**src/hdl/btp_pkg.sv**
```systemverilog
// Shared constants, command types and helper functions of the byte taint tracker.
package btp_pkg;

    localparam int ADDRESS_BITS   = 16;
    localparam int REGISTER_COUNT = 16;
    localparam int REGISTER_BYTES = 16;
    localparam int MAX_SPAN       = 256;

    // Shadow memory is kept as rows of sixteen taint bits.
    localparam int ROW_BYTES = 16;
    localparam int LANE_BITS = 4;
    localparam int ROW_BITS  = ADDRESS_BITS - LANE_BITS;
    localparam int ROWS      = 2 ** ROW_BITS;
    localparam int SPAN_BITS = 9;
    localparam int RIDX_BITS = 4;
    localparam int PART_BITS = 3;
    localparam int OP_BITS   = 4;
    localparam int MASK_BITS = 16;

    localparam logic [OP_BITS-1:0] OP_TAINT_MEM   = 4'd0;
    localparam logic [OP_BITS-1:0] OP_UNTAINT_MEM = 4'd1;
    localparam logic [OP_BITS-1:0] OP_TAINT_REG   = 4'd2;
    localparam logic [OP_BITS-1:0] OP_UNTAINT_REG = 4'd3;
    localparam logic [OP_BITS-1:0] OP_REG_TO_MEM  = 4'd4;
    localparam logic [OP_BITS-1:0] OP_MEM_TO_REG  = 4'd5;
    localparam logic [OP_BITS-1:0] OP_REG_TO_REG  = 4'd6;
    localparam logic [OP_BITS-1:0] OP_MEM_TO_MEM  = 4'd7;
    localparam logic [OP_BITS-1:0] OP_QUERY_MEM   = 4'd8;
    localparam logic [OP_BITS-1:0] OP_QUERY_REG   = 4'd9;
    localparam logic [OP_BITS-1:0] OP_CLEAR       = 4'd10;

    localparam logic [PART_BITS-1:0] PART_LOW   = 3'd0;
    localparam logic [PART_BITS-1:0] PART_HIGH  = 3'd1;
    localparam logic [PART_BITS-1:0] PART_WORD  = 3'd2;
    localparam logic [PART_BITS-1:0] PART_DWORD = 3'd3;
    localparam logic [PART_BITS-1:0] PART_QWORD = 3'd4;
    localparam logic [PART_BITS-1:0] PART_OWORD = 3'd5;

    // One classified operation as handed from the front to the engine.
    typedef struct packed {
        logic [OP_BITS-1:0]        op;
        logic [ADDRESS_BITS-1:0]   addr;
        logic [ADDRESS_BITS-1:0]   saddr;
        logic [SPAN_BITS-1:0]      count;
        logic [RIDX_BITS-1:0]      ri;
        logic [RIDX_BITS-1:0]      si;
        logic                      reg_ok;
        logic                      src_ok;
        logic [REGISTER_BYTES-1:0] pmask;
        logic                      rsel;
        logic                      ssel;
        logic                      byte_copy;
        logic                      copy_ok;
    } cmd_t;

    // Engine status seen by the front.
    typedef struct packed {
        logic init_busy;
    } status_t;

    // Bytes selected by a register part code.
    function automatic logic [REGISTER_BYTES-1:0] part_mask(logic [PART_BITS-1:0] p);
        logic [REGISTER_BYTES-1:0] m;
        m = '0;
        unique case (p)
            PART_LOW:   m[0] = 1'b1;
            PART_HIGH:  m[1] = 1'b1;
            PART_WORD:  m = REGISTER_BYTES'(32'h0000_0003);
            PART_DWORD: m = REGISTER_BYTES'(32'h0000_000F);
            PART_QWORD: m = REGISTER_BYTES'(32'h0000_00FF);
            PART_OWORD: m = REGISTER_BYTES'(32'h0000_FFFF);
            default:    m = '0;
        endcase
        return m;
    endfunction

    // Number of low bytes of a wide part, clipped to the register size.
    function automatic logic [SPAN_BITS-1:0] part_bytes(logic [PART_BITS-1:0] p);
        logic [SPAN_BITS-1:0] n;
        n = '0;
        unique case (p)
            PART_LOW, PART_HIGH: n = SPAN_BITS'(1);
            PART_WORD:  n = SPAN_BITS'(2);
            PART_DWORD: n = SPAN_BITS'(4);
            PART_QWORD: n = SPAN_BITS'(8);
            PART_OWORD: n = SPAN_BITS'(16);
            default:    n = '0;
        endcase
        if (n > SPAN_BITS'(REGISTER_BYTES))
        begin
            n = SPAN_BITS'(REGISTER_BYTES);
        end
        return n;
    endfunction

endpackage

```
**src/hdl/btp_front.sv**
```systemverilog
// Input side: accepts transactions and classifies them into engine commands.
module btp_front (
    input  logic             s_tvalid,
    output logic             s_tready,
    input  logic [63:0]      s_tdata,
    input  logic             q_full,
    input  btp_pkg::status_t status,
    output logic             push,
    output btp_pkg::cmd_t    cmd
);

    logic [btp_pkg::OP_BITS-1:0]      op;
    logic [btp_pkg::ADDRESS_BITS-1:0] addr;
    logic [btp_pkg::ADDRESS_BITS-1:0] saddr;
    logic [btp_pkg::SPAN_BITS-1:0]    span;
    logic [btp_pkg::RIDX_BITS-1:0]    ri;
    logic [btp_pkg::PART_BITS-1:0]    rp;
    logic [btp_pkg::RIDX_BITS-1:0]    si;
    logic [btp_pkg::PART_BITS-1:0]    sp;
    logic [btp_pkg::SPAN_BITS-1:0]    span_clip;
    logic [btp_pkg::SPAN_BITS-1:0]    span_query;

    // Unpack the payload
    assign op    = s_tdata[3:0];
    assign addr  = s_tdata[19:4];
    assign saddr = s_tdata[35:20];
    assign span  = s_tdata[44:36];
    assign ri    = s_tdata[48:45];
    assign rp    = s_tdata[51:49];
    assign si    = s_tdata[55:52];
    assign sp    = s_tdata[58:56];

    // Hold off while the queue is full or the store is being swept after reset
    assign s_tready = !q_full && !status.init_busy;
    assign push     = s_tvalid && s_tready;

    // Saturate span counts
    assign span_clip  = (span > btp_pkg::SPAN_BITS'(btp_pkg::MAX_SPAN)) ?
                        btp_pkg::SPAN_BITS'(btp_pkg::MAX_SPAN) : span;
    assign span_query = (span > btp_pkg::SPAN_BITS'(btp_pkg::ROW_BYTES)) ?
                        btp_pkg::SPAN_BITS'(btp_pkg::ROW_BYTES) : span;

    // Classify the operation
    always_comb
    begin
        cmd           = '0;
        cmd.op        = op;
        cmd.addr      = addr;
        cmd.saddr     = saddr;
        cmd.ri        = ri;
        cmd.si        = si;
        cmd.reg_ok    = ({1'b0, ri} < (btp_pkg::RIDX_BITS + 1)'(btp_pkg::REGISTER_COUNT));
        cmd.src_ok    = ({1'b0, si} < (btp_pkg::RIDX_BITS + 1)'(btp_pkg::REGISTER_COUNT));
        cmd.pmask     = btp_pkg::part_mask(rp);
        cmd.rsel      = (rp == btp_pkg::PART_HIGH);
        cmd.ssel      = (sp == btp_pkg::PART_HIGH);
        cmd.byte_copy = (rp <= btp_pkg::PART_HIGH) && (sp <= btp_pkg::PART_HIGH);
        cmd.copy_ok   = (btp_pkg::part_mask(rp) != '0) && (btp_pkg::part_mask(sp) != '0);
        unique case (op) inside
            btp_pkg::OP_TAINT_MEM, btp_pkg::OP_UNTAINT_MEM, btp_pkg::OP_MEM_TO_MEM:
                cmd.count = span_clip;
            btp_pkg::OP_QUERY_MEM:
                cmd.count = span_query;
            btp_pkg::OP_REG_TO_MEM, btp_pkg::OP_MEM_TO_REG:
                cmd.count = btp_pkg::part_bytes(rp);
            default:
                cmd.count = '0;
        endcase
    end

endmodule

```
**config.mk**
```make
export PLATFORM = sky130hd
export DESIGN_NAME = btp_front
export DESIGN_NICKNAME = d
export VERILOG_FILES = /design/src/hdl/btp_pkg.sv /design/src/hdl/btp_front.sv
export SDC_FILE = /design/constraint.sdc
export NUM_CORES = 1
export LEC_CHECK = 0
export ABC_CLOCK_PERIOD_IN_PS = 900
export BUFFER_PORTS_ARGS = -buffer_cell sky130_fd_sc_hd__buf_4
export CORE_MARGIN = 3
export CORE_UTILIZATION = 25
export DETAILED_ROUTE_END_ITERATION = 12
export PLACE_DENSITY = 0.91
export SETUP_SLACK_MARGIN = 0.1
export SYNTH_ARGS = -nofsm -noshare
export SYNTH_HDL_FRONTEND = slang
export SYNTH_SLANG_ARGS = --single-unit
```
**constraint.sdc**
```tcl
create_clock -name vclk -period 0.9
set_input_delay 0.045 -clock vclk [all_inputs]
set_output_delay 0.045 -clock vclk [all_outputs]
set_load 0.03 [all_outputs]
```
==> summary.md, run 1 <==
| Metric | Value |
|---|---|
| Chip width | 61.5 microns |
| Top cells by area, synth | buf_4, and2_1, inv_1 |
| Tmin final | ~1.4 ns |
| Die area | 3790 sq um |
| Routability cong. | roughly 0.78 |
| Top cell type's share of synthesized area | between 50 and 60% |
| Multiplexer area fraction after synthesis | 0% |
| Critical path launch point type | primary input |
| CP max-delay cell | or4_4 |
| Final setup vio count | 9 |
| Crit path cell chain | buf_6 > or4_4 > o21ai_4 > nand2_4 > o211ai_4 > buf_6 |
| Mapped Area | approximately 770 sq um |
| Max Fclk | approximately 0.72 GHz |
| Simple-gate share of the synthesized area | between 20% and 30% |
| Worst hold stages | 0 |
| Drc violations | 0 |
| Standard-cell rows | 19 |
| Final HPWL DP | between 1500 and 2000 microns |
| CP endpoint | cmd[34] |
| Crit. path cell count | 6 |
| Top cell by count, worst path | buf_6 |
| Vias | 830 |
| Yosys warnings | 0 |
| Setup crit end kind | output pin |
| Synth Area in Adders | 0% |
| Register area | 0 sq um |
| CP peak stage delay | between 0.5 and 0.6 ns |
| Clock buffers | 0 |
| Boundary Pins | 144 |
| RSZ-0062 raised after global routing | true |
| Final Non-Filler Cells | between 150 and 200 |
| Yosys cell types | 28 |
| Maximum vdd drop | 0.000141 V |
| Vias per Instance | 4.94 |
| Final Hold Violating Endpoints | 0 |
| Total Routing Usage GR | between 10 and 15% |
| Fin crit share | 154% |
| DR iter-0 viols | 24 |
| Die H | around 60 microns |
| Initial antenna violation count | 0 |
| Dpl cells | between 150 and 200 |
| CP Data Required Time | about 0.85 ns |
| Initial Util | a little over a quarter |
| Setup CP Type | primary input to output pin |
| Post-synthesis sequential area ratio | 0% |
| Leading area contributor after synthesis | buf_4 |
| Crit Path Max Fanout | 2 |
| Remaining Overflow, GRT | 0 |
| WP buf/inv | 2 |
| Status | finished, violations left |
| Antenna cells | 0 |
| Final Max Tran Viols | 0 |
| Failing checks | setup timing |
| Pwr dens | 528 nW/um^2 |
| Overall routed net length | around 2600 microns |
| CP delay by family, top | simple AND/OR/NAND/NOR gates |
| Compound-Gate Fraction of Synth Area | between 10% and 20% |
| Area Growth Syn to Fin | 71.9% |
| CP Data Arrival Time | 1.34 ns |
| Vias in the first global route | 734 |
| Utilization after layout | between 40% and 50% |
| Largest net degree at the start of global routing | 9 |
| Sequential cell count | 0 |
| Hold Buf Count CTS | 0 |
| Synthesized area per cell | 6.88 sq um |
| Largest family of logic cells by synthesized area | buffers and inverters |
| Core footprint | approximately 2900 sq um |
| Leak Pwr | about 0.62 nW |
| First-pass GRT wire length | roughly 3400 microns |
| Layout cells sized above 1 | 83.9% |
| Final Power | between 0.6 and 0.7 mW |
| Synth Area in XOR/XNOR | 0% |
| Final setup margin | -0.489 ns |
| Nets | about 210 |
| Critical Path Start | s_tdata[40] |
| Drt wl/cell | ~15 microns |
| Routed Antenna Nets | 0 |
| Router iterations before antenna repair | 4 |
| Cells after Synth | 112 |
| Port buffer count | 57 |
| Max Cap Violations | 0 |
| Hold Path Class | primary input to output pin |
==> per-stage QoR <==
| step | hold WS, ns | setup slack (ns) | setup TNS (ns) | cell area (sq um) |
|---|---|---|---|---|
| floorplan | 0.144 | -0.307 | -1.83 | 935 |
| global placement | 0.0902 | -0.508 | -3.86 | 1120 |
| detailed placement | 0.0902 | -0.518 | -3.92 | 1120 |
| CTS | 0.0902 | -0.492 | -3.90 | 1250 |
| global route | 0.0900 | -0.523 | -4.31 | 1330 |
| finish | 0.0900 | -0.489 | -3.92 | 1330 |
==> placed cells by master (no fill, tap or decap), types with 2 or more instances in the layout <==
master / netlist / routed
nor2_4: 0 / 3
nor2_2: 0 / 2
conb_1: 1 / 2
a21oi_4: 1 / 4
o31ai_1: 2 / 2
buf_6: 0 / 30
or4_4: 1 / 2
nor4_4: 0 / 2
and2_4: 0 / 3
nand3_1: 3 / 3
nor3b_2: 0 / 2
buf_4: 57 / 50
nand2_1: 4 / 3
o21ai_4: 0 / 4
inv_1: 6 / 6
==> routing by layer <==
layer / track usage, % / share of wire (%) / wire, microns / vias up
met3: 2.31 / 11 / 289 / 24
li1: - / - / - / 364
met4: 2.42 / 4.3 / 110 / 0
met1: 9.74 / 29 / 749 / 375
met2: 25.9 / 55 / 1430 / 67
met5: 0 / 0 / 0 / -
==> cells by family after synthesis <==
logic type	Yosys count
and+or+nand+nor	32
AOI/OAI and AO/OA	16
other	1
buffers and inverters	63
==> what timing repair did <==
item,CTS,global route
pin swaps,3,2
endpoints found under the setup margin,16,22
cloned,0,0
setup buffers,1,0
gates resized for setup,30,18
==> worst min path at each step <==
stage,start,to,slack [ns]
2_1_floorplan,s_tdata[50],cmd[8],0.14
3_3_place_gp,s_tdata[52],cmd[22],0.09
3_5_place_dp,s_tdata[52],cmd[22],0.09
4_1_cts,s_tdata[52],cmd[22],0.09
5_1_grt,s_tdata[47],cmd[28],0.09
6_report,s_tdata[47],cmd[28],0.09
==> cells in the mapped netlist, drive strengths merged, types with 2 or more instances <==
| master | n |
|---|---|
| buf | 57 |
| inv | 6 |
| nor2 | 6 |
| a21oi | 5 |
| and2 | 5 |
| nand2 | 4 |
| o21ai | 4 |
| nand3 | 3 |
| and3 | 2 |
| nor2b | 2 |
| nor3b | 2 |
| nor4 | 2 |
| o31ai | 2 |
| or4 | 2 |
==> power by group <==
group	total, mW	internal (mW)	switching, mW
logic	0.700	0.330	0.370
clock network	0	0	0
registers	0	0	0
==> layout make-up <==
type / instances / area (sq um)
fillers: 253 / 1530
inverters: 6 / 22.5
multi-input cells: 50 / 536
well taps: 31 / 38.8
repair buffers: 81 / 728
Power figures use the tool's default switching activity.
==> run 2, diff against run 1 <==
--- a/config.mk
+++ b/config.mk
@@ -5,12 +5,12 @@
 export SDC_FILE = /design/constraint.sdc
 export NUM_CORES = 1
 export LEC_CHECK = 0
-export ABC_CLOCK_PERIOD_IN_PS = 900
+export ABC_CLOCK_PERIOD_IN_PS = 1600
 export BUFFER_PORTS_ARGS = -buffer_cell sky130_fd_sc_hd__buf_4
 export CORE_MARGIN = 3
-export CORE_UTILIZATION = 25
+export CORE_UTILIZATION = 29
 export DETAILED_ROUTE_END_ITERATION = 12
-export PLACE_DENSITY = 0.91
+export PLACE_DENSITY = 0.95
 export SETUP_SLACK_MARGIN = 0.1
 export SYNTH_ARGS = -nofsm -noshare
 export SYNTH_HDL_FRONTEND = slang
==> constraint.sdc (replaced) <==
create_clock -name vclk -period 1.6
set_input_delay 0.08 -clock vclk [all_inputs]
set_output_delay 0.08 -clock vclk [all_outputs]
set_load 0.03 [all_outputs]
==> run 2 against run 1 <==
  * The flow now finishes without violations
  * Total power decreased by 61%
  * Non-clock buffer count decreased by 21
  * Cell area decreased by 37%
  * Via count decreased by 16%
  * Critical path type unchanged
  * Largest power group unchanged
==> summary.md, run 2 (synthesis gave the netlist of run 1 again) <==
| Metric | Value |
|---|---|
| Post-route setup TNS | 0 ns (+3.92 ns) |
| Setup crit end kind | output pin |
| Overall routed net length | 1950 microns (-24%) |
| RSZ-0062 raised after global routing | true |
| Met1 usage | 9.43% (-0.31 points) |
| Met3 Use GR | 3.17% (+0.86 points) |
| Port buffer count | 57 (unchanged) |
| Initial Util | 30.8% (+3.8 points) |
| Nets | 185 (-10%) |
| Area Growth Syn to Fin | 9.09% |
| Sequential cell count | 0 (unchanged) |
| CP Data Arrival Time | 1.40 ns (+0.06 ns) |
| Vias in the first global route | 620 (-16%) |
| Chip width | 57.6 microns (-6.5%) |
| Drt wl/cell | 13.4 microns (-13%) |
| Critical Path Start | s_tdata[39] |
| Sw Pwr | 0.160 mW (-57%) |
| Die area | 3310 sq um (-12%) |
| Commonest non-fill, non-tap cells in the layout | buf_4, nor2_1, inv_1 |
| Post-CTS Setup Inserts | 0 (-1) |
| Routed Antenna Nets | 0 (unchanged) |
| Core footprint | 2500 sq um (-12%) |
| Part of the power in combinational logic | 100.0% (about the same) |
| CP Data Required Time | 1.52 ns (+0.67 ns) |
| Drc violations | 0 (unchanged) |
| Maximum vdd drop | 0.000165 V (+18%) |
| Tmin final | roughly 1.5 ns |
| Register area | 0 sq um (unchanged) |
| Remaining Overflow, GRT | 0 (unchanged) |
| Hold Buf Count CTS | 0 (unchanged) |
| Worst hold stages | 0 (unchanged) |
| Hold path endpoint | cmd[43] |
| Die H | 57.6 microns (-6.5%) |
| Largest net degree at the start of global routing | 9 (unchanged) |
| Sw Share | 59.2% (+6.3 points) |
| Final setup margin | 0.124 ns (+0.612 ns) |
| Max Fclk | ~0.68 GHz |
| Total Routing Usage GR | 10.2% (-1.3 points) |
| Boundary Pins | 144 (unchanged) |
| DR iter-0 viols | 19 (-21%) |
| Status | finished, final reports clean |
| Routability cong. | 0.823 (+6.1%) |
| Met2 Use GR | 18.9% (-7.0 points) |
| Clock power frac | 0% (unchanged) |
| Max Cap Violations | 0 (unchanged) |
| Layout cells sized above 1 | 61.2% (-23 points) |
| Router iterations before antenna repair | 4 (unchanged) |
| Internal | 0.110 mW (-67%) |
| Reg power frac | 0% (unchanged) |
| Leak Pwr | 0.445 nW (-29%) |
| Most Crowded Layer GR | met2 |
| Final Max Tran Viols | 0 (unchanged) |
| Vias per Instance | 4.79 (-3.1%) |
| Vias | 699 (-16%) |
| Crit Path Max Fanout | 3 (+1) |
| Hold path startpoint | s_tdata[24] |
| Final setup vio count | 0 (-9) |
| Antenna cells | 0 (unchanged) |
| Final HPWL DP | 1660 microns (-15%) |
| Post-placement setup slack | 0.159 ns (+0.677 ns) |
| Final Power | 0.270 mW (-61%) |
| Commonest non-fill, non-tap cell in the layout | buf_4 |
| Fin crit share | 92.3% |
| Critical path launch point type | primary input |
| Initial antenna violation count | 0 (unchanged) |
| Standard-cell rows | 18 (-1) |
| First-pass GRT wire length | 2820 microns (-16%) |
| Clock buffers | 0 (unchanged) |
| Final Hold Violating Endpoints | 0 (unchanged) |
| Pwr dens | 321 nW/um^2 (-39%) |
| Setup CP Type | primary input to output pin |
| Fillers | 267 (+5.5%) |
| Utilization after layout | 33.6% (-13 points) |
| Hold Path Class | primary input to output pin |
[run 2: cell types whose count changed in the layout (fill, tap and decap cells not counted), moves of 3 or more]
cell,change
buf_4,+10
and2_4,-3
a21oi_4,-3
and2_1,+4
nor2_4,-3
o21ai_4,-4
nor2_1,+5
buf_6,-30
[run 2: worst max-delay path by stage]
stage	end	slack [ns]	cells after the start
floorplan	cmd[37]	0.15	4
global placement	cmd[37]	0.16	6
detailed placement	cmd[37]	0.16	6
CTS	cmd[37]	0.15	6
global route	cmd[34]	0.08	6
finish	cmd[37]	0.12	6
[run 2: layout make-up]
class	count	area, sq um	share of cell area, %
Multi-Input combinational cell	50	330	39.3
Tap cell	30	37.5	4.46
Inverter	6	22.5	2.68
Timing Repair Buffer	60	450	53.6
[run 2: metal layers]
metal / up-vias / part of all wire [%]
met3: 22 / 17
met5: - / 0
met1: 298 / 27
met2: 56 / 50
li1: 323 / -
met4: 0 / 6.1
[run 2: power groups by stage]
| stage | registers [mW] | clock network (mW) | logic (mW) |
|---|---|---|---|
| 3_5_place_dp | 0 | 0 | 0.269 |
| 5_1_grt | 0 | 0 | 0.287 |
| 3_3_place_gp | 0 | 0 | 0.265 |
| 6_report | 0 | 0 | 0.270 |
| 2_1_floorplan | 0 | 0 | 0.354 |
| 4_1_cts | 0 | 0 | 0.270 |
[run 2: what timing repair did]
action                                 CTS  global route
endpoints found under the hold margin    0             0
setup endpoints to repair                0             1
resized for setup                        0             1
[run 2: critical path, cell delays in order]
cell and delay, ns:
buf_4 0.12, or4_4 0.54, o21ai_2 0.19, nand2_1 0.13
a21oi_2 0.17, buf_4 0.18
[run 2: per-stage QoR]
step                cells  hold slack, ns  area (sq um)
CTS                   146           0.160           837
floorplan             113           0.244           777
finish                146           0.160           841
global placement      146           0.160           837
global route          146           0.160           841
detailed placement    146           0.160           837
