<file path="config.mk">
export PLATFORM = sky130hd
export DESIGN_NAME = btp_queue
export DESIGN_NICKNAME = d
export VERILOG_FILES = /design/src/hdl/btp_pkg.sv /design/src/hdl/btp_queue.sv
export SDC_FILE = /design/constraint.sdc
export NUM_CORES = 1
export LEC_CHECK = 0
export ABC_CLOCK_PERIOD_IN_PS = 2650
export BUFFER_PORTS_ARGS = -buffer_cell sky130_fd_sc_hd__buf_2
export CAP_MARGIN = 10
export CELL_PAD_IN_SITES_DETAIL_PLACEMENT = 0
export CELL_PAD_IN_SITES_GLOBAL_PLACEMENT = 1
export CORE_ASPECT_RATIO = 1.2
export CORE_MARGIN = 10
export CORE_UTILIZATION = 38
export CTS_BUF_LIST = sky130_fd_sc_hd__clkbuf_4
export CTS_CLUSTER_SIZE = 25
export DETAILED_ROUTE_END_ITERATION = 7
export GPL_TIMING_DRIVEN = 0
export HOLD_SLACK_MARGIN = 0.06
export PLACE_DENSITY = 0.68
export SYNTH_ARGS = -nofsm -noshare
export SYNTH_HDL_FRONTEND = slang
export SYNTH_SLANG_ARGS = --single-unit
</file>
<file path="constraint.sdc">
create_clock -name clk -period 2.65 [get_ports clk]
set_clock_uncertainty 0.15 [all_clocks]
set_input_delay 0.6625 -clock clk [delete_from_list [all_inputs] [get_ports clk]]
set_output_delay 0.6625 -clock clk [all_outputs]
set_load 0.02 [all_outputs]
</file>
<file path="src/hdl/btp_pkg.sv">
// Shared constants, command types and helper functions of the byte taint tracker.
package btp_pkg;

    localparam int ADDRESS_BITS   = 16;
    localparam int REGISTER_COUNT = 16;
    localparam int REGISTER_BYTES = 16;
    localparam int MAX_SPAN       = 256;

    // Shadow memory is kept as rows of sixteen taint bits.
    localparam int ROW_BYTES = 16;
    localparam int LANE_BITS = 4;
    localparam int ROW_BITS  = ADDRESS_BITS - LANE_BITS;
    localparam int ROWS      = 2 ** ROW_BITS;
    localparam int SPAN_BITS = 9;
    localparam int RIDX_BITS = 4;
    localparam int PART_BITS = 3;
    localparam int OP_BITS   = 4;
    localparam int MASK_BITS = 16;

    localparam logic [OP_BITS-1:0] OP_TAINT_MEM   = 4'd0;
    localparam logic [OP_BITS-1:0] OP_UNTAINT_MEM = 4'd1;
    localparam logic [OP_BITS-1:0] OP_TAINT_REG   = 4'd2;
    localparam logic [OP_BITS-1:0] OP_UNTAINT_REG = 4'd3;
    localparam logic [OP_BITS-1:0] OP_REG_TO_MEM  = 4'd4;
    localparam logic [OP_BITS-1:0] OP_MEM_TO_REG  = 4'd5;
    localparam logic [OP_BITS-1:0] OP_REG_TO_REG  = 4'd6;
    localparam logic [OP_BITS-1:0] OP_MEM_TO_MEM  = 4'd7;
    localparam logic [OP_BITS-1:0] OP_QUERY_MEM   = 4'd8;
    localparam logic [OP_BITS-1:0] OP_QUERY_REG   = 4'd9;
    localparam logic [OP_BITS-1:0] OP_CLEAR       = 4'd10;

    localparam logic [PART_BITS-1:0] PART_LOW   = 3'd0;
    localparam logic [PART_BITS-1:0] PART_HIGH  = 3'd1;
    localparam logic [PART_BITS-1:0] PART_WORD  = 3'd2;
    localparam logic [PART_BITS-1:0] PART_DWORD = 3'd3;
    localparam logic [PART_BITS-1:0] PART_QWORD = 3'd4;
    localparam logic [PART_BITS-1:0] PART_OWORD = 3'd5;

    // One classified operation as handed from the front to the engine.
    typedef struct packed {
        logic [OP_BITS-1:0]        op;
        logic [ADDRESS_BITS-1:0]   addr;
        logic [ADDRESS_BITS-1:0]   saddr;
        logic [SPAN_BITS-1:0]      count;
        logic [RIDX_BITS-1:0]      ri;
        logic [RIDX_BITS-1:0]      si;
        logic                      reg_ok;
        logic                      src_ok;
        logic [REGISTER_BYTES-1:0] pmask;
        logic                      rsel;
        logic                      ssel;
        logic                      byte_copy;
        logic                      copy_ok;
    } cmd_t;

    // Engine status seen by the front.
    typedef struct packed {
        logic init_busy;
    } status_t;

    // Bytes selected by a register part code.
    function automatic logic [REGISTER_BYTES-1:0] part_mask(logic [PART_BITS-1:0] p);
        logic [REGISTER_BYTES-1:0] m;
        m = '0;
        unique case (p)
            PART_LOW:   m[0] = 1'b1;
            PART_HIGH:  m[1] = 1'b1;
            PART_WORD:  m = REGISTER_BYTES'(32'h0000_0003);
            PART_DWORD: m = REGISTER_BYTES'(32'h0000_000F);
            PART_QWORD: m = REGISTER_BYTES'(32'h0000_00FF);
            PART_OWORD: m = REGISTER_BYTES'(32'h0000_FFFF);
            default:    m = '0;
        endcase
        return m;
    endfunction

    // Number of low bytes of a wide part, clipped to the register size.
    function automatic logic [SPAN_BITS-1:0] part_bytes(logic [PART_BITS-1:0] p);
        logic [SPAN_BITS-1:0] n;
        n = '0;
        unique case (p)
            PART_LOW, PART_HIGH: n = SPAN_BITS'(1);
            PART_WORD:  n = SPAN_BITS'(2);
            PART_DWORD: n = SPAN_BITS'(4);
            PART_QWORD: n = SPAN_BITS'(8);
            PART_OWORD: n = SPAN_BITS'(16);
            default:    n = '0;
        endcase
        if (n > SPAN_BITS'(REGISTER_BYTES))
        begin
            n = SPAN_BITS'(REGISTER_BYTES);
        end
        return n;
    endfunction

endpackage

</file>
<file path="src/hdl/btp_queue.sv">
// Two-entry command queue between the front and the engine.
module btp_queue (
    input  logic          clk,
    input  logic          rst_n,
    input  logic          push,
    input  btp_pkg::cmd_t push_cmd,
    input  logic          pop,
    output logic          full,
    output logic          valid,
    output btp_pkg::cmd_t head
);

    btp_pkg::cmd_t entry_reg [2];
    logic          wr_ptr_reg, wr_ptr_next;
    logic          rd_ptr_reg, rd_ptr_next;
    logic [1:0]    fill_reg, fill_next;

    assign full  = (fill_reg == 2'd2);
    assign valid = (fill_reg != 2'd0);
    assign head  = entry_reg[rd_ptr_reg];

    // Advance pointers and fill level
    always_comb
    begin
        wr_ptr_next = wr_ptr_reg ^ push;
        rd_ptr_next = rd_ptr_reg ^ pop;
        fill_next   = fill_reg + 2'(push) - 2'(pop);
    end

    always_ff @(posedge clk or negedge rst_n)
    begin
        if (!rst_n)
        begin
            wr_ptr_reg <= 1'b0;
            rd_ptr_reg <= 1'b0;
            fill_reg   <= 2'd0;
        end
        else
        begin
            wr_ptr_reg <= wr_ptr_next;
            rd_ptr_reg <= rd_ptr_next;
            fill_reg   <= fill_next;
        end
    end

    // Store pushed commands
    always_ff @(posedge clk)
    begin
        if (push)
        begin
            entry_reg[wr_ptr_reg] <= push_cmd;
        end
    end

endmodule

</file>
==> impl_metrics.tcl, run 1 <==
set metrics [dict create \
    period_minus_slack_ps 2550 \
    finalHoldViolations 0 \
    place.gp.congestion 0.673 \
    worst_slack_ps 98.2 \
    ys_ff_latch 154 \
    synth_top_area_cell "edfxtp_1" \
    area_delta_synth_final_pct 29.9 \
    synth_top_family_by_area "multiplexers" \
    pin_count 156 \
    hold_slack_ps 169 \
    worstPathMaxFanout 10 \
    synth.most_common_cell "edfxtp_1" \
    routed_wl_um 11200 \
    cts_tree "done" \
    grt_use_total_pct 10.9 \
    start_util_pct 38.6 \
    postSynthAreaPerCell_um2 23.2 \
    post-place-ws_ps 455 \
    synth_top_cell_area_share_pct 78.0 \
    synthAdderAreaFrac_pct 0.866 \
    clkTransAtPathRegs_ps 120 \
    synth_nets 332 \
    synthMuxAreaShare_pct 17.2 \
    cts_sinks 154 \
    layout-drive-gt1-share_pct 61.9 \
    clkLatencyLatePin_ps 510 \
    synth_cell_types 13 \
    ys_seq_area_share_pct 79.7 \
    fmax_ghz 0.392 \
    synth-edff-count 150 \
    antennaDiodeCount 0 \
    overflow 0 \
    grt_pass1_vias 3215 \
    io_buffers 155 \
    antenna_left 0 \
    largest_register_ffs 150 \
    yosys-top-cells-count "edfxtp_1, mux2_4, mux2_2" \
    synthXorXnorAreaFrac_pct 0.563 \
    vias 2902 \
    cts_buffers 17 \
    rsz0062_at_grt "true" \
    die_area_um2 20600 \
    p_per_area_nw_per_um2 1070 \
    netlist_instances 249 \
    grt_first_pass_wirelength_um 17100 \
    path_class "reg2out" \
    critPathLaunchType "flop" \
    p_leak_uw 0.00294 \
    ys_top_cells_by_area "edfxtp_1, mux2_4, mux2_2, dfrtp_1, ha_1" \
    drtIter0Drc 103 \
    ys_warn_count 0 \
    max_cap_viol_count 0 \
    slew-limit-headroom_pct 69.4 \
    vias_per_cell 4.50 \
    setup_viol 0 \
    cts_buffer_depth 2 \
    min_period_over_period_pct 96.3 \
    ir_drop_mv 0.431 \
    synth-compound-area-share_pct 0 \
    dp_hpwl_um 7880 \
    fin_nets 511 \
    worst_pin_slew_ps 459 \
    syn-cell-area_um2 5780 \
    async_flop_share_pct 2.60 \
    wire_per_inst_um 17.4 \
    synth_flop_cell "edfxtp_1" \
    dieWidth_um 133 \
    htreeDepth 4 \
    worstPathRequired_ps 1840 \
    worst_setup_path_end_kind "output pin" \
    core-area_um2 15000 \
    hold_class "in2reg" \
    yosys.area_share.simple_pct 0.217 \
    clock-root-buffer "clkbuf_4" \
    fp-row-count 49 \
    die_h_um 155 \
    antenna_found_initial 0 \
    status "completed" \
    drc_errors 0 \
    crit_arrival_ps 1740 \
    fill_cells 1314 \
    finalMaxSlewViolations 0 \
    grt_max_degree 48 \
    first_pass_iters 4 \
]
==> repair_timing <==
item,4_1_cts,5_1_grt
endpoints found under the hold margin,4,0
cloned,0,0
resized for setup,48,56
setup endpoints to repair,69,54
setup buffers,2,0
hold buffers,1,0
==> final cells by class <==
type	count	area, um^2	area share (%)
inverter	4	15.0	0.200
sequential	154	4610	61.4
clock buffer	21	158	2.10
tap	204	255	3.40
buffer	8	123	1.63
multi-input combinational	83	1120	14.9
timing repair buffer	160	1120	15.0
clock inverter	11	104	1.38
==> logic make-up (layout without fill, tap and decap cells) <==
family                     Yosys count  count (layout)
muxes                               75              75
DFF                                154             154
xor gates and xnor gates             2               2
adders and majority gates            4               4
buffers and inverters               12             204
and+or+nand+nor                      2               2
==> layer usage <==
layer  track usage, %  up-vias  wire, um
met4             4.67        0       179
met2             18.4      106      5850
li1                 -     1348         -
met5                0        -         0
met3             5.32       13       865
met1             11.2     1435      4330
==> final timing paths <==
check                       startpoint          endpoint  slack [ps]  depth (start not counted)
max reg2reg                 wr_ptr_reg  entry_reg[0][70]         910                          3
min reg2reg                fill_reg[1]       fill_reg[1]         490                          1
min in group asynchronous        rst_n       fill_reg[0]         340                          2
min                        push_cmd[6]   entry_reg[0][6]         170                          1
max                         rd_ptr_reg          head[32]         100                          4
max in group asynchronous        rst_n        rd_ptr_reg        1880                          2
==> power breakdown <==
group / switching (uW) / internal (uW) / total (uW)
registers: 123 / 3230 / 3350
clock network: 742 / 583 / 1320
logic: 1680 / 1680 / 3360
==> worst max-delay path, cell delays in order, from the launching register on <==
cell and delay, ps:
dfrtp_2 470, buf_12 170, buf_12 150, mux2_4 300, buf_6 130
==> cells in the final DEF, fill, tap and decap left out <==
| cell | synthesis | layout |
|---|---|---|
| edfxtp_1 | 150 | 150 |
| buf_2 | 3 | 112 |
| buf_6 | 4 | 43 |
| mux2_4 | 40 | 41 |
| mux2_2 | 35 | 34 |
| clkbuf_4 | 0 | 22 |
| buf_12 | 0 | 5 |
| clkinv_1 | 0 | 5 |
| inv_1 | 4 | 4 |
| buf_4 | 1 | 4 |
| dfrtp_1 | 4 | 3 |
| ha_1 | 4 | 2 |
| ha_4 | 0 | 2 |
| clkinv_2 | 0 | 2 |
| clkinvlp_4 | 0 | 2 |
| bufinv_16 | 0 | 2 |
| buf_16 | 0 | 2 |
| xor3_1 | 1 | 1 |
| or2_2 | 1 | 1 |
| xor2_1 | 1 | 1 |
| nor2b_1 | 1 | 1 |
| dlygate4sd3_1 | 0 | 1 |
| dfrtp_2 | 0 | 1 |
==> metrics by stage <==
stage | std cells | setup TNS, ps | area, um^2 | power, uW | utilization (%)
after detailed placement | 610 | 0 | 6890 | 6330 | 46.0
after global routing | 645 | -332 | 7500 | 8460 | 50.2
after floorplan | 249 | 0 | 5780 | 5390 | -
after CTS | 645 | -72.3 | 7330 | 7960 | 49.0
after global placement | 608 | -43340 | 6810 | 6240 | 45.5
final | 645 | 0 | 7500 | 8030 | 50.2
(Power assumes the default switching activity.)
==> run 2, diff against run 1 <==
--- a/config.mk
+++ b/config.mk
@@ -10,7 +10,7 @@
 export CAP_MARGIN = 10
 export CELL_PAD_IN_SITES_DETAIL_PLACEMENT = 0
 export CELL_PAD_IN_SITES_GLOBAL_PLACEMENT = 1
-export CORE_ASPECT_RATIO = 1.2
+export CORE_ASPECT_RATIO = 0.6
 export CORE_MARGIN = 10
 export CORE_UTILIZATION = 38
 export CTS_BUF_LIST = sky130_fd_sc_hd__clkbuf_4
==> impl_metrics.tcl, run 2 (synthesis results as in run 1) <==
set metrics [dict create \
    critPathLaunchType "flop" \
    vias_per_cell 4.49 \
    r2r-start "wr_ptr_reg" \
    overflow 0 \
    max_cap_viol_count 0 \
    cts_buffer_depth 2 \
    reg2reg_slack_ps 780 \
    start_util_pct 39.4 \
    hold_class "in2reg" \
    largest_register_ffs 150 \
    stdcell_count 642 \
    final_common_cell "edfxtp_1" \
    final_cell_mix "edfxtp_1, buf_2, mux2_4" \
    worstPathRequired_ps 1840 \
    crit_arrival_ps 1760 \
    ir_drop_mv 0.506 \
    clkLatencyLatePin_ps 520 \
    status "completed" \
    io_buffers 155 \
    vias 2884 \
    hp-start "push_cmd[43]" \
    place.gp.congestion 0.716 \
    design_area_um2 7460 \
    grt_first_pass_wirelength_um 17200 \
    finalHoldViolations 0 \
    pin_count 156 \
    cts_tree "done" \
    p_per_area_nw_per_um2 1080 \
    rsz0062_at_grt "true" \
    drtIter0Drc 160 \
    p_leak_uw 0.00291 \
    routed_wl_um 11700 \
    hold_path_depth 1 \
    hold_path_end "entry_reg[0][43]" \
    die_area_um2 20700 \
    worst_setup_path_end_kind "output pin" \
    r2r_end "entry_reg[0][49]" \
    period_minus_slack_ps 2580 \
    min_period_over_period_pct 97.2 \
    area_delta_synth_final_pct 29.2 \
    die_h_um 116 \
    grt_max_degree 40 \
    first_pass_iters 5 \
    antenna_left 0 \
    finalMaxSlewViolations 0 \
    worst_pin_slew_ps 581 \
    grt_use_total_pct 11.0 \
    clock-root-buffer "clkbuf_4" \
    core-area_um2 14700 \
    slew-limit-headroom_pct 61.3 \
    fin_nets 511 \
    place_area_um2 6870 \
    setup_viol 0 \
    antenna_found_initial 5 \
    wire_per_inst_um 18.2 \
    reg2reg_depth 3 \
    clkTransAtPathRegs_ps 140 \
    hold_slack_ps 167 \
    htreeDepth 4 \
    path_class "reg2out" \
    drc_errors 0 \
    cts_sinks 154 \
    fp-row-count 34 \
    placed_cells 604 \
    dieWidth_um 179 \
    fmax_ghz 0.388 \
    layout-drive-gt1-share_pct 63.0 \
    grt_pass1_vias 3059 \
    dp_hpwl_um 8300 \
    worstPathMaxFanout 10 \
    cts_buffers 17 \
]
run 2: worst max-delay path, stage by stage, from the launching register on:
cell and delay, ps:
dfrtp_2 480, buf_12 170, buf_12 150, mux2_4 300, buf_2 160
run 2: layout make-up:
cell class,instances,area (um^2)
repair buffers,160,1060
fillers,1245,7210
well taps,198,248
inverters,4,15.0
flip-flops and latches,154,4610
clock buffers,20,150
clock inverters,12,140
plain buffers,8,123
diodes,3,7.51
multi-input cells,83,1110
run 2: where the power goes:
group | total [uW] | leakage (uW) | internal, uW | switching [uW]
clock | 1420 | 0.000139 | 602 | 822
sequential | 3350 | 0.00145 | 3230 | 122
combinational | 3310 | 0.00132 | 1610 | 1700
total | 8080 | 0.00291 | 5430 | 2650
run 2: worst max path at each step:
stage               startpoint               end  slack [ps]  depth (start not counted)
floorplan                 push   entry_reg[1][0]         400                          1
global route        rd_ptr_reg          head[31]         -30                          4
global placement          push  entry_reg[0][53]        -260                          2
CTS                 rd_ptr_reg          head[55]        -0.7                          4
detailed placement        push  entry_reg[1][48]         450                          3
finish              rd_ptr_reg          head[45]          70                          4
run 2: per-layer routing:
metal | GRT usage, % | wire length (um) | up-vias
met2 | 14.9 | 4820 | 109
met4 | 2.94 | 88 | 6
li1 | - | - | 1351
met3 | 6.95 | 1500 | 14
met1 | 14.4 | 5250 | 1404
met5 | 0 | 34 | -
run 2: per-stage QoR:
step           setup slack [ps]  total power [uW]  TNS (ps)  util [%]
5_1_grt                   -32.3              8500      -398      50.8
3_5_place_dp                446              6330         0      46.8
2_1_floorplan               397              5390         0         -
6_report                   73.6              8080         0      50.9
4_1_cts                  -0.724              7920    -0.724      49.4
3_3_place_gp               -264              6260    -38590      46.4
run 2: repair_timing:
action	CTS	global route
hold endpoints to repair	4	0
hold buffers	1	0
setup endpoints to repair	65	44
gates resized for setup	18	81
buffers inserted	2	0
==> run 3, diff against run 2 <==
--- a/config.mk
+++ b/config.mk
@@ -13,7 +13,7 @@
 export CORE_ASPECT_RATIO = 0.6
 export CORE_MARGIN = 10
 export CORE_UTILIZATION = 38
-export CTS_BUF_LIST = sky130_fd_sc_hd__clkbuf_4
+export CTS_BUF_LIST = sky130_fd_sc_hd__clkbuf_16
 export CTS_CLUSTER_SIZE = 25
 export DETAILED_ROUTE_END_ITERATION = 7
 export GPL_TIMING_DRIVEN = 0
==> impl_metrics.tcl, run 3 (synthesis results as in run 1) <==
set metrics [dict create \
    worst_pin_slew_ps 571 \
    timing.critical_path.mode_cell "buf_6" \
    cts_buffers 17 \
    path_cells "buf_6, buf_6, mux2_4, buf_2" \
    dieWidth_um 179 \
    core-area_um2 14700 \
    vias_per_cell 4.52 \
    hold_class "in2reg" \
    grt_use_total_pct 11.2 \
    rsz0062_at_grt "false" \
    place_area_um2 6870 \
    status "completed" \
    cts_buffer_depth 2 \
    die_h_um 116 \
    pin_count 156 \
    path_class "reg2out" \
    p_total_uw 8550 \
    antenna_left 0 \
    finalHoldViolations 0 \
    crit_path_end "head[31]" \
    layout-drive-gt1-share_pct 62.2 \
    r2r-start "wr_ptr_reg" \
    reg2reg_depth 3 \
    crit_arrival_ps 1710 \
    routed_wl_um 11800 \
    startpoint "rd_ptr_reg" \
    grt_max_degree 40 \
    critPathLaunchType "flop" \
    clkLatencyLatePin_ps 410 \
    p_per_area_nw_per_um2 1150 \
    drtIter0Drc 145 \
    max_cap_viol_count 0 \
    p_leak_uw 0.00294 \
    worstPathRequired_ps 1840 \
    start_util_pct 39.4 \
    cpMaxStageDelayCell "dfrtp_2" \
    worst_setup_path_end_kind "output pin" \
    design_area_um2 7460 \
    fmax_ghz 0.396 \
    clock-root-buffer "clkbuf_16" \
    drc_errors 0 \
    slowest_delay_ps 410 \
    fp-row-count 34 \
    die_area_um2 20700 \
    dp_hpwl_um 8300 \
    reg2reg_slack_ps 820 \
    vias 2891 \
    min_period_over_period_pct 95.2 \
    fin_nets 509 \
    finalMaxSlewViolations 0 \
    cts_sinks 154 \
    slew-limit-headroom_pct 61.9 \
    final_cell_mix "buf_2, edfxtp_1, mux2_4" \
    antenna_found_initial 5 \
    cts_tree "done" \
    period_minus_slack_ps 2520 \
    ir_drop_mv 0.432 \
    grt_first_pass_wirelength_um 17400 \
    finish.utilization_pct 50.8 \
    worstPathMaxFanout 10 \
    io_buffers 155 \
    r2r_end "entry_reg[0][49]" \
    clkTransAtPathRegs_ps 60 \
    first_pass_iters 4 \
    setup_viol 0 \
    place.gp.congestion 0.716 \
    largest_register_ffs 150 \
    area_delta_synth_final_pct 29.2 \
    htreeDepth 4 \
    overflow 0 \
    final_common_cell "buf_2" \
    wire_per_inst_um 18.4 \
    grt_pass1_vias 3082 \
    final.setup.tns_ps 0 \
]
==> run 3: layout make-up <==
class	instances	area, um^2
tap	198	248
sequential	154	4610
clock inverter	15	151
multi-input combinational	83	1110
clock buffer	17	425
timing repair buffer	158	826
antenna	2	5.00
buffer	8	71.3
fill	1237	7210
inverter	4	15.0
==> run 3: timing repair <==
item,in CTS,in global routing
hold endpoints to repair,4,0
hold buffers,1,0
resized for setup,1,1
pin swaps,0,0
buffers inserted,0,0
setup endpoints to repair,1,1
==> run 3: worst min-delay path by stage <==
stage,slack (ps),cells after the start,startpoint,end
after global placement,320,1,rst_n,rd_ptr_reg
after CTS,260,1,push_cmd[34],entry_reg[0][34]
final,290,1,push_cmd[34],entry_reg[1][34]
after detailed placement,330,1,rst_n,rd_ptr_reg
after global routing,260,1,push_cmd[36],entry_reg[1][36]
after floorplan,220,0,rst_n,fill_reg[0]
==> run 3: where the power goes <==
| group | switching [uW] | leakage [uW] | internal (uW) | total (uW) |
|---|---|---|---|---|
| clock network | 943 | 0.000273 | 1390 | 2330 |
| logic | 1630 | 0.00122 | 1240 | 2870 |
| registers | 119 | 0.00145 | 3230 | 3350 |
==> run 3: stage by stage <==
stage | instances | setup slack, ps | hold slack (ps)
finish | 639 | 128 | 286
global route | 638 | 49.0 | 259
detailed placement | 604 | 446 | 334
global placement | 602 | -264 | 324
CTS | 637 | 41.8 | 262
floorplan | 249 | 397 | 217
==> run 3: per-layer routing <==
layer	GRT usage, %	wire length [um]	vias to the layer above
met5	0	34	-
met4	3.26	78	6
met3	6.89	1440	13
met2	15.2	4920	122
met1	14.5	5300	1410
li1	-	-	1340
==> run 3: worst max-delay path: cells and delay by family (launching register included) <==
| family | cells | cell delay, ps |
|---|---|---|
| DFF | 1 | 410 |
| muxes | 1 | 330 |
| buffers and inverters | 3 | 550 |
